===== config.mk =====
export PLATFORM = sky130hd
export DESIGN_NAME = bounded_array_list_table
export DESIGN_NICKNAME = d
export VERILOG_FILES = /design/src/bal_pkg.sv /design/src/bounded_array_list_table.sv /design/src/bal_cell.sv /design/src/bal_ctrl.sv
export SDC_FILE = /design/constraint.sdc
export NUM_CORES = 2
export LEC_CHECK = 0
export BUFFER_PORTS_ARGS = -buffer_cell sky130_fd_sc_hd__clkbuf_2
export CORE_AREA = 2 2 415 417
export DETAILED_ROUTE_END_ITERATION = 7
export DIE_AREA = 0 0 417 419
export GPL_TIMING_DRIVEN = 0
export SLEW_MARGIN = 20
export SYNTH_ARGS = -nofsm -noshare
export SYNTH_HDL_FRONTEND = slang
export SYNTH_HIERARCHICAL = 1
export SYNTH_SLANG_ARGS = --single-unit

===== constraint.sdc =====
create_clock -name clock -period 3.9 [get_ports clock]
set_clock_uncertainty 0.15 [all_clocks]
set_input_delay 0.39 -clock clock [delete_from_list [all_inputs] [get_ports clock]]
set_output_delay 0.39 -clock clock [all_outputs]
set_load 0.005 [all_outputs]

===== src/bal_pkg.sv =====
// bal_pkg: types and constants shared by the bounded array list table
// request and response words, opcodes, cell token and pass flags, controller states
// no dependencies
`default_nettype none

package bal_pkg;

   localparam int OPCODE_W = 3;
   localparam int IDX_W    = 4;
   localparam int DATA_W   = 32;
   localparam int CNT_W    = 5;
   localparam int CAP_W    = 5;

   localparam logic [CAP_W-1:0] CAP_RESET = 5'd16;

   typedef enum logic [OPCODE_W-1:0] {
      OP_APPEND = 3'd0,
      OP_READ   = 3'd1,
      OP_REMOVE = 3'd2,
      OP_SEARCH = 3'd3,
      OP_CLEAR  = 3'd4
   } op_type;

   typedef struct packed {
      logic [OPCODE_W-1:0] opcode;
      logic [IDX_W-1:0]    entry_index;
      logic [DATA_W-1:0]   entry_data;
   } req_type;

   typedef struct packed {
      logic              ok;
      logic [DATA_W-1:0] read_data;
      logic [IDX_W-1:0]  found_index;
      logic [CNT_W-1:0]  entry_count;
   } rsp_type;

   // travels from cell to cell along with the carried entry and index
   typedef struct packed {
      logic valid;
      logic hit;
   } token_type;

   // what the current pass does, held for the whole pass and seen by every cell
   typedef struct packed {
      logic append;
      logic read;
      logic remove;
      logic move;
      logic search;
   } pass_type;

   typedef enum logic [2:0] {
      ST_IDLE = 3'b001,
      ST_SCAN = 3'b010,
      ST_DONE = 3'b100
   } state_type;

endpackage

`default_nettype wire


===== src/bounded_array_list_table.sv =====
// bounded_array_list_table: top level, controller plus a row of ENTRY_COUNT cells
// depends on bal_pkg, bal_ctrl and bal_cell
`default_nettype none

// Fixed-capacity list of ENTRY_COUNT entries held one per cell in a row of cells.
// Every word (append, read, remove, search, clear) sends one token down the row from
// the highest cell to cell 0, one cell per cycle; cells write, pick up or compare their
// entry as it passes, and the result is formed once the token has left cell 0 at the end
// of the cell row. One word is in flight at a time; a finished result sits in an output
// register so the next word may be taken before it is read.
// capacity_limit (csr_data) is taken on any cycle, saturates at ENTRY_COUNT and resets to 16.
// Entries are not cleared at reset; only entries below the count are ever looked at.
module bounded_array_list_table #(
   parameter int ENTRY_COUNT = 16,
   parameter int ENTRY_WIDTH = 32
) (
   input  wire logic                        clock,
   input  wire logic                        reset,
   input  wire logic                        req_valid,
   output logic                             req_ready,
   input  wire bal_pkg::req_type            req_data,
   output logic                             rsp_valid,
   input  wire logic                        rsp_ready,
   output bal_pkg::rsp_type                 rsp_data,
   input  wire logic                        csr_valid,
   output logic                             csr_ready,
   input  wire logic [bal_pkg::CAP_W-1:0]   csr_data
);
   import bal_pkg::*;

   localparam int IW = $clog2(ENTRY_COUNT);
   localparam int CW = $clog2(ENTRY_COUNT+1);

   pass_type               pass;
   logic [ENTRY_WIDTH-1:0] key;
   logic [IW-1:0]          tail_pos, tgt_pos;
   logic [CW-1:0]          count;

   // element ENTRY_COUNT is the launch point, element 0 leaves the last cell
   token_type              tok_chain   [ENTRY_COUNT+1];
   logic [ENTRY_WIDTH-1:0] carry_chain [ENTRY_COUNT+1];
   logic [IW-1:0]          hidx_chain  [ENTRY_COUNT+1];

   bal_ctrl #(
      .ENTRY_COUNT (ENTRY_COUNT),
      .ENTRY_WIDTH (ENTRY_WIDTH)
   ) u_ctrl (
      .clock        (clock),
      .reset        (reset),
      .req_valid    (req_valid),
      .req_ready    (req_ready),
      .req_data     (req_data),
      .rsp_valid    (rsp_valid),
      .rsp_ready    (rsp_ready),
      .rsp_data     (rsp_data),
      .csr_valid    (csr_valid),
      .csr_ready    (csr_ready),
      .csr_data     (csr_data),
      .pass         (pass),
      .key          (key),
      .tail_pos     (tail_pos),
      .tgt_pos      (tgt_pos),
      .count        (count),
      .launch_tok   (tok_chain[ENTRY_COUNT]),
      .launch_carry (carry_chain[ENTRY_COUNT]),
      .launch_hidx  (hidx_chain[ENTRY_COUNT]),
      .ret_tok      (tok_chain[0]),
      .ret_carry    (carry_chain[0]),
      .ret_hidx     (hidx_chain[0])
   );

   for (genvar g = 0; g < ENTRY_COUNT; g++) begin : g_cell
      bal_cell #(
         .ENTRY_COUNT (ENTRY_COUNT),
         .ENTRY_WIDTH (ENTRY_WIDTH),
         .POSITION    (g)
      ) u_cell (
         .clock     (clock),
         .reset     (reset),
         .pass      (pass),
         .key       (key),
         .tail_pos  (tail_pos),
         .tgt_pos   (tgt_pos),
         .count     (count),
         .tok_in    (tok_chain[g+1]),
         .carry_in  (carry_chain[g+1]),
         .hidx_in   (hidx_chain[g+1]),
         .tok_out   (tok_chain[g]),
         .carry_out (carry_chain[g]),
         .hidx_out  (hidx_chain[g])
      );
   end

endmodule

`default_nettype wire


===== src/bal_cell.sv =====
// bal_cell: one table entry plus one stage of the token chain
// depends on bal_pkg for the token and pass types
`default_nettype none

module bal_cell #(
   parameter int ENTRY_COUNT = 16,
   parameter int ENTRY_WIDTH = 32,
   parameter int POSITION    = 0
) (
   input  wire logic                               clock,
   input  wire logic                               reset,
   input  wire bal_pkg::pass_type                  pass,
   input  wire logic [ENTRY_WIDTH-1:0]             key,
   input  wire logic [$clog2(ENTRY_COUNT)-1:0]     tail_pos,
   input  wire logic [$clog2(ENTRY_COUNT)-1:0]     tgt_pos,
   input  wire logic [$clog2(ENTRY_COUNT+1)-1:0]   count,
   input  wire bal_pkg::token_type                 tok_in,
   input  wire logic [ENTRY_WIDTH-1:0]             carry_in,
   input  wire logic [$clog2(ENTRY_COUNT)-1:0]     hidx_in,
   output bal_pkg::token_type                      tok_out,
   output logic [ENTRY_WIDTH-1:0]                  carry_out,
   output logic [$clog2(ENTRY_COUNT)-1:0]          hidx_out
);
   import bal_pkg::*;

   localparam int IW = $clog2(ENTRY_COUNT);
   localparam int CW = $clog2(ENTRY_COUNT+1);
   localparam logic [IW-1:0] POS_I = IW'(POSITION);
   localparam logic [CW-1:0] POS_C = CW'(POSITION);

   logic [ENTRY_WIDTH-1:0] entry_ff, entry_in;
   token_type              tok_ff, tok_in_n;
   logic [ENTRY_WIDTH-1:0] carry_ff, carry_in_n;
   logic [IW-1:0]          hidx_ff, hidx_in_n;
   logic                   at_tail, at_tgt, live;

   assign at_tail = (tail_pos == POS_I);
   assign at_tgt  = (tgt_pos == POS_I);
   assign live    = (POS_C < count);

   always_comb begin
      entry_in   = entry_ff;
      tok_in_n   = tok_in;
      carry_in_n = carry_in;
      hidx_in_n  = hidx_in;
      if (tok_in.valid) begin
         if (pass.append && at_tail) begin
            entry_in = key;
         end
         // last entry is picked up here, before the token reaches the hole
         if (pass.remove && at_tail) begin
            carry_in_n = entry_ff;
         end
         if (pass.remove && pass.move && at_tgt) begin
            entry_in = carry_in;
         end
         if (pass.read && at_tgt) begin
            carry_in_n   = entry_ff;
            tok_in_n.hit = 1'b1;
         end
         // token runs downwards, so a lower match overwrites a higher one
         if (pass.search && live && (entry_ff == key)) begin
            carry_in_n   = entry_ff;
            tok_in_n.hit = 1'b1;
            hidx_in_n    = POS_I;
         end
      end
   end

   always_ff @(posedge clock) begin
      if (reset) begin
         tok_ff <= '0;
      end else begin
         tok_ff <= tok_in_n;
      end
   end

   always_ff @(posedge clock) begin
      entry_ff <= entry_in;
      carry_ff <= carry_in_n;
      hidx_ff  <= hidx_in_n;
   end

   assign tok_out   = tok_ff;
   assign carry_out = carry_ff;
   assign hidx_out  = hidx_ff;

endmodule

`default_nettype wire


===== src/bal_ctrl.sv =====
// bal_ctrl: handshakes, capacity register, fill count and pass sequencing
// depends on bal_pkg; launches a token into the cell chain and collects it at the far end
`default_nettype none

module bal_ctrl #(
   parameter int ENTRY_COUNT = 16,
   parameter int ENTRY_WIDTH = 32
) (
   input  wire logic                               clock,
   input  wire logic                               reset,
   input  wire logic                               req_valid,
   output logic                                    req_ready,
   input  wire bal_pkg::req_type                   req_data,
   output logic                                    rsp_valid,
   input  wire logic                               rsp_ready,
   output bal_pkg::rsp_type                        rsp_data,
   input  wire logic                               csr_valid,
   output logic                                    csr_ready,
   input  wire logic [bal_pkg::CAP_W-1:0]          csr_data,
   output bal_pkg::pass_type                       pass,
   output logic [ENTRY_WIDTH-1:0]                  key,
   output logic [$clog2(ENTRY_COUNT)-1:0]          tail_pos,
   output logic [$clog2(ENTRY_COUNT)-1:0]          tgt_pos,
   output logic [$clog2(ENTRY_COUNT+1)-1:0]        count,
   output bal_pkg::token_type                      launch_tok,
   output logic [ENTRY_WIDTH-1:0]                  launch_carry,
   output logic [$clog2(ENTRY_COUNT)-1:0]          launch_hidx,
   input  wire bal_pkg::token_type                 ret_tok,
   input  wire logic [ENTRY_WIDTH-1:0]             ret_carry,
   input  wire logic [$clog2(ENTRY_COUNT)-1:0]     ret_hidx
);
   import bal_pkg::*;

   localparam int IW = $clog2(ENTRY_COUNT);
   localparam int CW = $clog2(ENTRY_COUNT+1);
   localparam int XW = (CW > IDX_W) ? CW : IDX_W;
   localparam int AW = (CW > CAP_W) ? CW : CAP_W;
   localparam int MW = (ENTRY_WIDTH > DATA_W) ? ENTRY_WIDTH : DATA_W;
   localparam logic [AW-1:0] FULL = AW'(ENTRY_COUNT);

   state_type             state_ff, state_in;
   logic [CAP_W-1:0]      cap_ff;
   logic [CW-1:0]         count_ff, count_in;
   logic                  launch_ff, launch_in;
   pass_type              pass_ff, pass_in;
   logic [ENTRY_WIDTH-1:0] key_ff, key_in;
   logic [IW-1:0]         tail_ff, tail_in;
   logic [IW-1:0]         tgt_ff, tgt_in;
   logic                  search_ff, search_in;
   logic                  res_ok_ff, res_ok_in;
   logic [IDX_W-1:0]      res_idx_ff, res_idx_in;
   rsp_type               fin_ff, fin_in;
   logic                  rsp_valid_ff, rsp_valid_in;
   rsp_type               rsp_ff, rsp_in;

   logic                  accept;
   logic [AW-1:0]         cnt_a, cap_a, eff_cap;
   logic                  app_ok, idx_ok, move;
   logic [XW-1:0]         idx_x, cnt_x, last_x, hidx_x;
   logic [CW-1:0]         last;
   logic [MW-1:0]         data_ext, carry_ext;
   logic [ENTRY_WIDTH-1:0] data_key;

   assign req_ready = (state_ff == ST_IDLE);
   assign accept    = req_valid && req_ready;
   assign csr_ready = 1'b1;

   assign cnt_a   = AW'(count_ff);
   assign cap_a   = AW'(cap_ff);
   assign eff_cap = (cap_a > FULL) ? FULL : cap_a;
   assign app_ok  = (cnt_a < eff_cap);

   assign idx_x  = XW'(req_data.entry_index);
   assign cnt_x  = XW'(count_ff);
   assign last   = count_ff - 1'b1;
   assign last_x = XW'(last);
   assign idx_ok = (idx_x < cnt_x);
   assign move   = (idx_x < last_x);

   assign data_ext  = MW'(req_data.entry_data);
   assign data_key  = data_ext[ENTRY_WIDTH-1:0];
   assign carry_ext = MW'(ret_carry);
   assign hidx_x    = XW'(ret_hidx);

   always_comb begin
      count_in   = count_ff;
      launch_in  = 1'b0;
      pass_in    = pass_ff;
      key_in     = key_ff;
      tail_in    = tail_ff;
      tgt_in     = tgt_ff;
      search_in  = search_ff;
      res_ok_in  = res_ok_ff;
      res_idx_in = res_idx_ff;
      if (accept) begin
         launch_in  = 1'b1;
         pass_in    = '0;
         key_in     = data_key;
         tgt_in     = idx_x[IW-1:0];
         search_in  = 1'b0;
         res_ok_in  = 1'b0;
         res_idx_in = '0;
         case (op_type'(req_data.opcode))
            OP_APPEND: begin
               if (app_ok) begin
                  pass_in.append = 1'b1;
                  tail_in        = count_ff[IW-1:0];
                  count_in       = count_ff + 1'b1;
                  res_ok_in      = 1'b1;
                  res_idx_in     = cnt_x[IDX_W-1:0];
               end
            end
            OP_READ: begin
               if (idx_ok) begin
                  pass_in.read = 1'b1;
                  res_ok_in    = 1'b1;
                  res_idx_in   = req_data.entry_index;
               end
            end
            OP_REMOVE: begin
               if (idx_ok) begin
                  pass_in.remove = 1'b1;
                  pass_in.move   = move;
                  tail_in        = last[IW-1:0];
                  count_in       = last;
                  res_ok_in      = 1'b1;
                  res_idx_in     = req_data.entry_index;
               end
            end
            OP_SEARCH: begin
               pass_in.search = 1'b1;
               search_in      = 1'b1;
            end
            OP_CLEAR: begin
               count_in  = '0;
               res_ok_in = 1'b1;
            end
            default: begin
            end
         endcase
      end
   end

   // result assembly once the token leaves cell 0
   always_comb begin
      fin_in             = fin_ff;
      fin_in.ok          = search_ff ? ret_tok.hit : res_ok_ff;
      fin_in.read_data   = ret_tok.hit ? carry_ext[DATA_W-1:0] : '0;
      fin_in.found_index = search_ff ? (ret_tok.hit ? hidx_x[IDX_W-1:0] : '0) : res_idx_ff;
      fin_in.entry_count = cnt_a[CNT_W-1:0];
      if (!((state_ff == ST_SCAN) && ret_tok.valid)) begin
         fin_in = fin_ff;
      end
   end

   always_comb begin
      state_in     = state_ff;
      rsp_valid_in = rsp_valid_ff;
      rsp_in       = rsp_ff;
      if (rsp_valid_ff && rsp_ready) begin
         rsp_valid_in = 1'b0;
      end
      case (state_ff)
         ST_IDLE: begin
            if (accept) begin
               state_in = ST_SCAN;
            end
         end
         ST_SCAN: begin
            if (ret_tok.valid) begin
               state_in = ST_DONE;
            end
         end
         ST_DONE: begin
            if (!rsp_valid_ff || rsp_ready) begin
               rsp_valid_in = 1'b1;
               rsp_in       = fin_ff;
               state_in     = ST_IDLE;
            end
         end
         default: begin
            state_in = ST_IDLE;
         end
      endcase
   end

   always_ff @(posedge clock) begin
      if (reset) begin
         state_ff     <= ST_IDLE;
         cap_ff       <= CAP_RESET;
         count_ff     <= '0;
         launch_ff    <= 1'b0;
         rsp_valid_ff <= 1'b0;
      end else begin
         state_ff     <= state_in;
         count_ff     <= count_in;
         launch_ff    <= launch_in;
         rsp_valid_ff <= rsp_valid_in;
         if (csr_valid && csr_ready) begin
            cap_ff <= csr_data;
         end
      end
   end

   always_ff @(posedge clock) begin
      pass_ff    <= pass_in;
      key_ff     <= key_in;
      tail_ff    <= tail_in;
      tgt_ff     <= tgt_in;
      search_ff  <= search_in;
      res_ok_ff  <= res_ok_in;
      res_idx_ff <= res_idx_in;
      fin_ff     <= fin_in;
      rsp_ff     <= rsp_in;
   end

   assign pass     = pass_ff;
   assign key      = key_ff;
   assign tail_pos = tail_ff;
   assign tgt_pos  = tgt_ff;
   assign count    = count_ff;

   assign launch_tok.valid = launch_ff;
   assign launch_tok.hit   = 1'b0;
   assign launch_carry     = '0;
   assign launch_hidx      = '0;

   assign rsp_valid = rsp_valid_ff;
   assign rsp_data  = rsp_ff;

endmodule

`default_nettype wire

After elaboration in Yosys (flattened, before gate mapping)
Cells that the tools add are included.

word-level totals
  flip-flop bits (word level) = 1269
  bits in latches = 0
  RAM bits = 0
  bits in read-only memories = 0
  bits of input ports = 49
  output and inout port bits = 45
  logic and storage cells = 528
  memories kept = 0

cells by class
  add/subtract/negate cells = 2
  multipliers = 0
  div/mod/pow operators = 0
  order comparisons = 20
  equality and inequality tests = 58
  shifts and indexed selects = 0
  multiplexer cells = 198
  bitwise logic cells = 1
  reductions and logical operators = 146

operators by type and width
  cell                  count
  $mux W32              94
  $eq A32 B32 Y1        16
  $mux W4               37
  $logic_and A1 B1 Y1   100
  $eq A4 B4 Y1 const B  16
  $mux W1               55
  $lt A4 B5 Y1 const A  8
  $reduce_and A2 Y1     18
  $reduce_bool A2 Y1    17
  $eq A4 B3 Y1 const B  8
  $lt A3 B5 Y1 const A  4
  $eq A4 B2 Y1 const B  4
  $pmux W4 S2           2
  $mux W5               3
  $pmux W5 S3           1
  $lt A1 B5 Y1 const A  2
  $lt A2 B5 Y1 const A  2
  $lt A4 B5 Y1          2
  $eq A3 B2 Y1 const B  3
  $mux W3               3
  $pmux W3 S3           1
  $eq A4 B1 Y1 const B  2
  $logic_not A4 Y1      2
  $ne A2 B1 Y1 const B  4
  other kinds (17)      21

Longest topological paths before layout
  word-level depth = 6
  depth in mapped cells = 8
  gate-level depth less buffers = 8

Modules after synthesis
The synthesis kept the hierarchy.

modules (own cells, without submodules)
  module                         times used  cells each  area each (µm²)
  bal_ctrl                       1           394         5918.2
  bal_cell at g_cell[12].u_cell  1           398         3961.3
  bal_cell at g_cell[9].u_cell   1           396         3933.8
  bal_cell at g_cell[11].u_cell  1           403         3925.0
  bal_cell at g_cell[7].u_cell   1           396         3916.3
  bal_cell at g_cell[5].u_cell   1           212         3193.1
  bal_cell at g_cell[8].u_cell   1           245         3180.6
  bal_cell at g_cell[2].u_cell   1           215         3155.5
  bal_cell at g_cell[6].u_cell   1           210         3151.8
  bal_cell at g_cell[13].u_cell  1           210         3146.8
  bal_cell at g_cell[4].u_cell   1           234         3144.3
  bal_cell at g_cell[10].u_cell  1           218         3139.3
  bal_cell at g_cell[15].u_cell  1           225         3104.2
  bal_cell at g_cell[3].u_cell   1           208         3101.7
  +3 rows                        -           -           -

Worst setup path before layout
No wires, ideal clock.

  kind = register to register
  start point = reg u_ctrl.state_ff[1]
  end point = reg u_ctrl/fin_ff[0] (netlist name) (enable)
  library setup time = 0.502 ns
  arrival = 3.645 ns
  required time = 3.248 ns
  slack = -0.397 ns
  cell stages (with the launch flop) = 3
  path buffers = 0
  clock period less this slack = 4.297 ns
  cells stage by stage = dfxtp_1 > nand2b_1 > nor3b_1

between the ends
  cells in the longest elaborated chain, start to end = 2

ends and longest elaborated chain
  what                    line             RTL
  start, declared         bal_ctrl.sv:41   state_type state_ff, state_in;
  start signal, assigned  bal_ctrl.sv:195  state_ff <= state_in;
  $eq A3 B2 Y1            bal_ctrl.sv:151  if (!((state_ff == ST_SCAN) && ret_tok.valid)) begin
  $logic_and A1 B1 Y1     bal_ctrl.sv:151
  end signal, assigned    bal_ctrl.sv:213  fin_ff <= fin_in;
  end, declared           bal_ctrl.sv:52   rsp_type fin_ff, fin_in;

Every way passes these cells.
A chain may end at the register's enable or synchronous reset.

Worst setup path in the final report
  start point = reg u_ctrl.key_ff[9], in the netlist u_ctrl/key[9]
  end point = reg g_cell[7].u_cell.carry_ff[17]

between the ends
  cells in the longest elaborated chain, start to end = 4

ends and longest elaborated chain
  what                                 line             RTL
  start, declared                      bal_ctrl.sv:46   logic [ENTRY_WIDTH-1:0] key_ff, key_in;
  start signal, assigned               bal_ctrl.sv:207  key_ff <= key_in;
  $eq A32 B32 Y1                       bal_cell.sv:62   if (pass.search && live && (entry_ff == key)) begin
  $logic_and A1 B1 Y1                  bal_cell.sv:62
  $mux W32                             bal_cell.sv:62
  $mux W32                             bal_cell.sv:46   if (tok_in.valid) begin
  net g_cell[7].u_cell.carry_in_n[17]  bal_cell.sv:33   logic [ENTRY_WIDTH-1:0] carry_ff, carry_in_n;
  end signal, assigned                 bal_cell.sv:80   carry_ff <= carry_in_n;
  end, declared                        bal_cell.sv:33

The timed path passes the listed nets, and every way through them passes these cells.

==> metrics <==
status completed; Wirelength per Cell 25.3 um; top post-synthesis cells by area edfxtp_1 33%, dfxtp_1 21%, mux2_2 12%, mux2_4 6.2%, xor2_1 4.2%; met3 Use GR 4.19%; Pre-Repair DR Iteration Count 8; hold path startpoint req_data[38]; crit-path max FO 10; Arr. time, crit path between 4000 and 5000 ps; fin cells roughly 7400; post-route minimum period 3840 ps; CTS tree yes; Die Span Y approximately 420 um; PortBufs 91; Post-Syn Instances 4623; mean post-synth cell area 12.8 um^2; reg2reg end g_cell[7].u_cell/carry_out[17]; die area between 0.15 and 0.2 mm^2; Synth Area in Adders 0.275%; Residual DRC 0; GR peak layer met2; worst reg-to-reg setup slack 60 ps; Setup WS post-layout 58.6 ps; remaining global-route overflow 0; Slew HR between 15 and 20%; Rows 152; crit start category flop; leakage 25.9 nW; drt total wl roughly 190 mm; ANT nets after route 0; clock root cell clkbuf_16; clk buf depth 3; Final Hold Viols 0; Post-Syn Area 0.0592 mm^2; largest net degree at the start of global routing 39; Distinct cells, synth 90; r2r startpoint u_ctrl/key[9]; first-pass GRT wire length 270 mm; Placer Congestion 0.914; H-tree depth 4; max cap viols 0; M2 GR Usage 32.2%; Worst Setup End Kind flop; worst path required time about 4300 ps; Final period util 98.5%; Detailed Place HPWL 140 mm; post-route cell area approximately 0.070 mm^2; Worst R2R Path Depth 9; simple-gate portion of the synthesized area 7.53%; EDFF count, synth 646; post-place setup slack -301 ps; Area growth syn-to-layout 18.9%; register bit total from synthesis around 1300; DRT iter0 DRCs 4078; Worst-Margin Slew 1270 ps; vias 40440; Max IR drop VDD 0.443 mV; Setup CP Type reg -> reg; TritonCTS buffer count 134; layout cells sized above 1 29.7%; Max Slew Vio Count 0; XOR/XNOR share of the synthesized area between 6 and 7%; Setup violations, final 0; Worst Hold Path EP u_ctrl/pass[4]; NumNets Final approximately 5000; Hold Path Class in -> reg; clock latency on the worst-skew pair 780 ps; hold slack 73.7 ps; Synth warnings 6; post-route setup TNS 0 ps; met1 Resource Use GR 28.5%; Placed Cells 7120; sequential fraction of the synthesis area 53.8%; Hold Crit Depth 3; Max Fclk about 0.26 GHz; io pins 94; number of global-route vias before repair 39621; largest area contributor in the netlist edfxtp_1; GRT Overall Usage 20.9%; final core occ 41.3%; Die X 417 um; Clock transition at path regs 70 ps; clock sink count between 1000 and 1500; placed cell area 0.0653 mm^2; Compound-Gate Fraction of Synth Area 8.93%; Async SR Flop Fraction 0%; PD cells between 400 and 500 mW/mm^2; Starting Density 34.7%; vias per cell between 5 and 6; Synth Flop Type edfxtp_1; multiplexer share of the synthesized area about 18%; Core Area 0.171 mm^2; RSZ-0062 raised after global routing no; post-synth top area share 32.8%; Final Power 29.6 mW; initial antenna violation count 11; main combinational cell family by area after synthesis multiplexers
cell usage in the layout (no fill, tap or decap), drive strengths merged, types with 10 or more instances in the layout:
cell type / n
dfxtp: 623
xnor2: 179
nand3: 42
and2: 62
nor2: 54
nand2: 191
edfxtp: 646
conb: 38
nor4: 93
ha: 13
a31oi: 134
o21ai: 44
nand4: 78
xor2: 287
nor3: 41
a21oi: 46
nor2b: 54
dlygate4sd3: 49
nand2b: 72
buf: 304
inv: 202
o2111ai: 15
and3: 24
o311ai: 128
mux2: 880
o211ai: 133
clkinv: 31
nor4b: 10
o22ai: 134
or4: 13
clkbuf: 429
how the worst max path moves through the flow:
| stage | from | to | slack (ps) |
|---|---|---|---|
| 2_1_floorplan | u_ctrl/pass[2] | g_cell[15].u_cell/entry_ff[0] | 190 |
| 3_3_place_gp | u_ctrl/pass[2] | g_cell[15].u_cell/entry_ff[13] | -2090 |
| 3_5_place_dp | u_ctrl/tgt_pos[0] | g_cell[15].u_cell/entry_ff[15] | -300 |
| 4_1_cts | u_ctrl/pass[2] | g_cell[15].u_cell/entry_ff[15] | 160 |
| 5_1_grt | u_ctrl/key[9] | g_cell[7].u_cell/carry_out[17] | 60 |
| 6_report | u_ctrl/key[9] | g_cell[7].u_cell/carry_out[17] | 60 |
cell usage after synthesis, drive strengths merged (5+ instances only):
master and count:
mux2 880, edfxtp 646, dfxtp 623, xor2 287
inv 193, nand2 191, xnor2 179, buf 148
clkbuf 142, a31oi 134, o22ai 134, o211ai 133
o311ai 128, nor4 93, nand4 78, nand2b 72
and2 62, nor2 54, nor2b 54, a21oi 46
o21ai 44, nand3 42, nor3 41, and3 24
o2111ai 15, ha 13, or4 13, nor4b 10
a211oi 9, a22o 9, a31o 9, a21boi 8
a22oi 8, and4b 8, a21o 7, nor3b 7
nor4bb 7, a221oi 6, and4 6, o21a 6
a2111oi 5, mux2i 5
report_power, final:
| group | leakage [nW] | switching (mW) | internal, mW |
|---|---|---|---|
| clock network | 2.20 | 5.45 | 7.53 |
| registers | 11.1 | 0.200 | 14.2 |
| logic | 12.5 | 1.19 | 1.01 |
critical path, cell delays in order (launching register included):
cell      delay, ps
edfxtp_1        540
buf_8           230
buf_8           160
buf_8           150
xor2_1          160
nor4_1          660
nand4_1         280
buf_2           280
clkbuf_1        270
o311ai_1        730
per-layer routing:
| metal | part of all wire [%] | vias to the layer above |
|---|---|---|
| li1 | - | 18205 |
| met1 | 44 | 19933 |
| met2 | 44 | 1903 |
| met3 | 8.0 | 391 |
| met4 | 4.3 | 8 |
| met5 | 0.024 | - |
state kept, by name (all words and copies together), names as in the netlist, 4 cells and up:
signal	flops
g_cell.u_cell/tok_out	32
u_ctrl/key	32
u_ctrl/cap_a	5
u_ctrl/tail_pos	4
u_ctrl/rsp_data	42
g_cell.u_cell/entry_ff	512
g_cell.u_cell/hidx_out	64
u_ctrl/res_idx_ff	4
u_ctrl/tgt_pos	4
u_ctrl/fin_ff	42
u_ctrl/pass	4
g_cell.u_cell/carry_out	512
u_ctrl/count	5
layout make-up:
cell class | instances | area [um^2]
fill | 15802 | 100000
sequential | 1269 | 31900
multi-input combinational | 2907 | 25100
clock buffer | 196 | 3980
timing repair buffer | 296 | 3640
tap | 2233 | 2790
buffer | 290 | 1750
inverter | 193 | 724
clock inverter | 51 | 498
antenna | 2 | 5.00
cell families after synthesis:
logic type	count (synthesis)
compound gates	728
xor+xnor	466
fa+ha+maj	13
buf+inv	483
flops	1269
mux	885
other cells	2
simple gates	777
what timing repair did:
action,4_1_cts,5_1_grt
pin swaps,0,0
endpoints found under the setup margin,32,19
endpoints found under the hold margin,49,0
buffers inserted,17,2
resized for setup,0,2
hold buffers,49,0
Power figures use the tool's default switching activity.
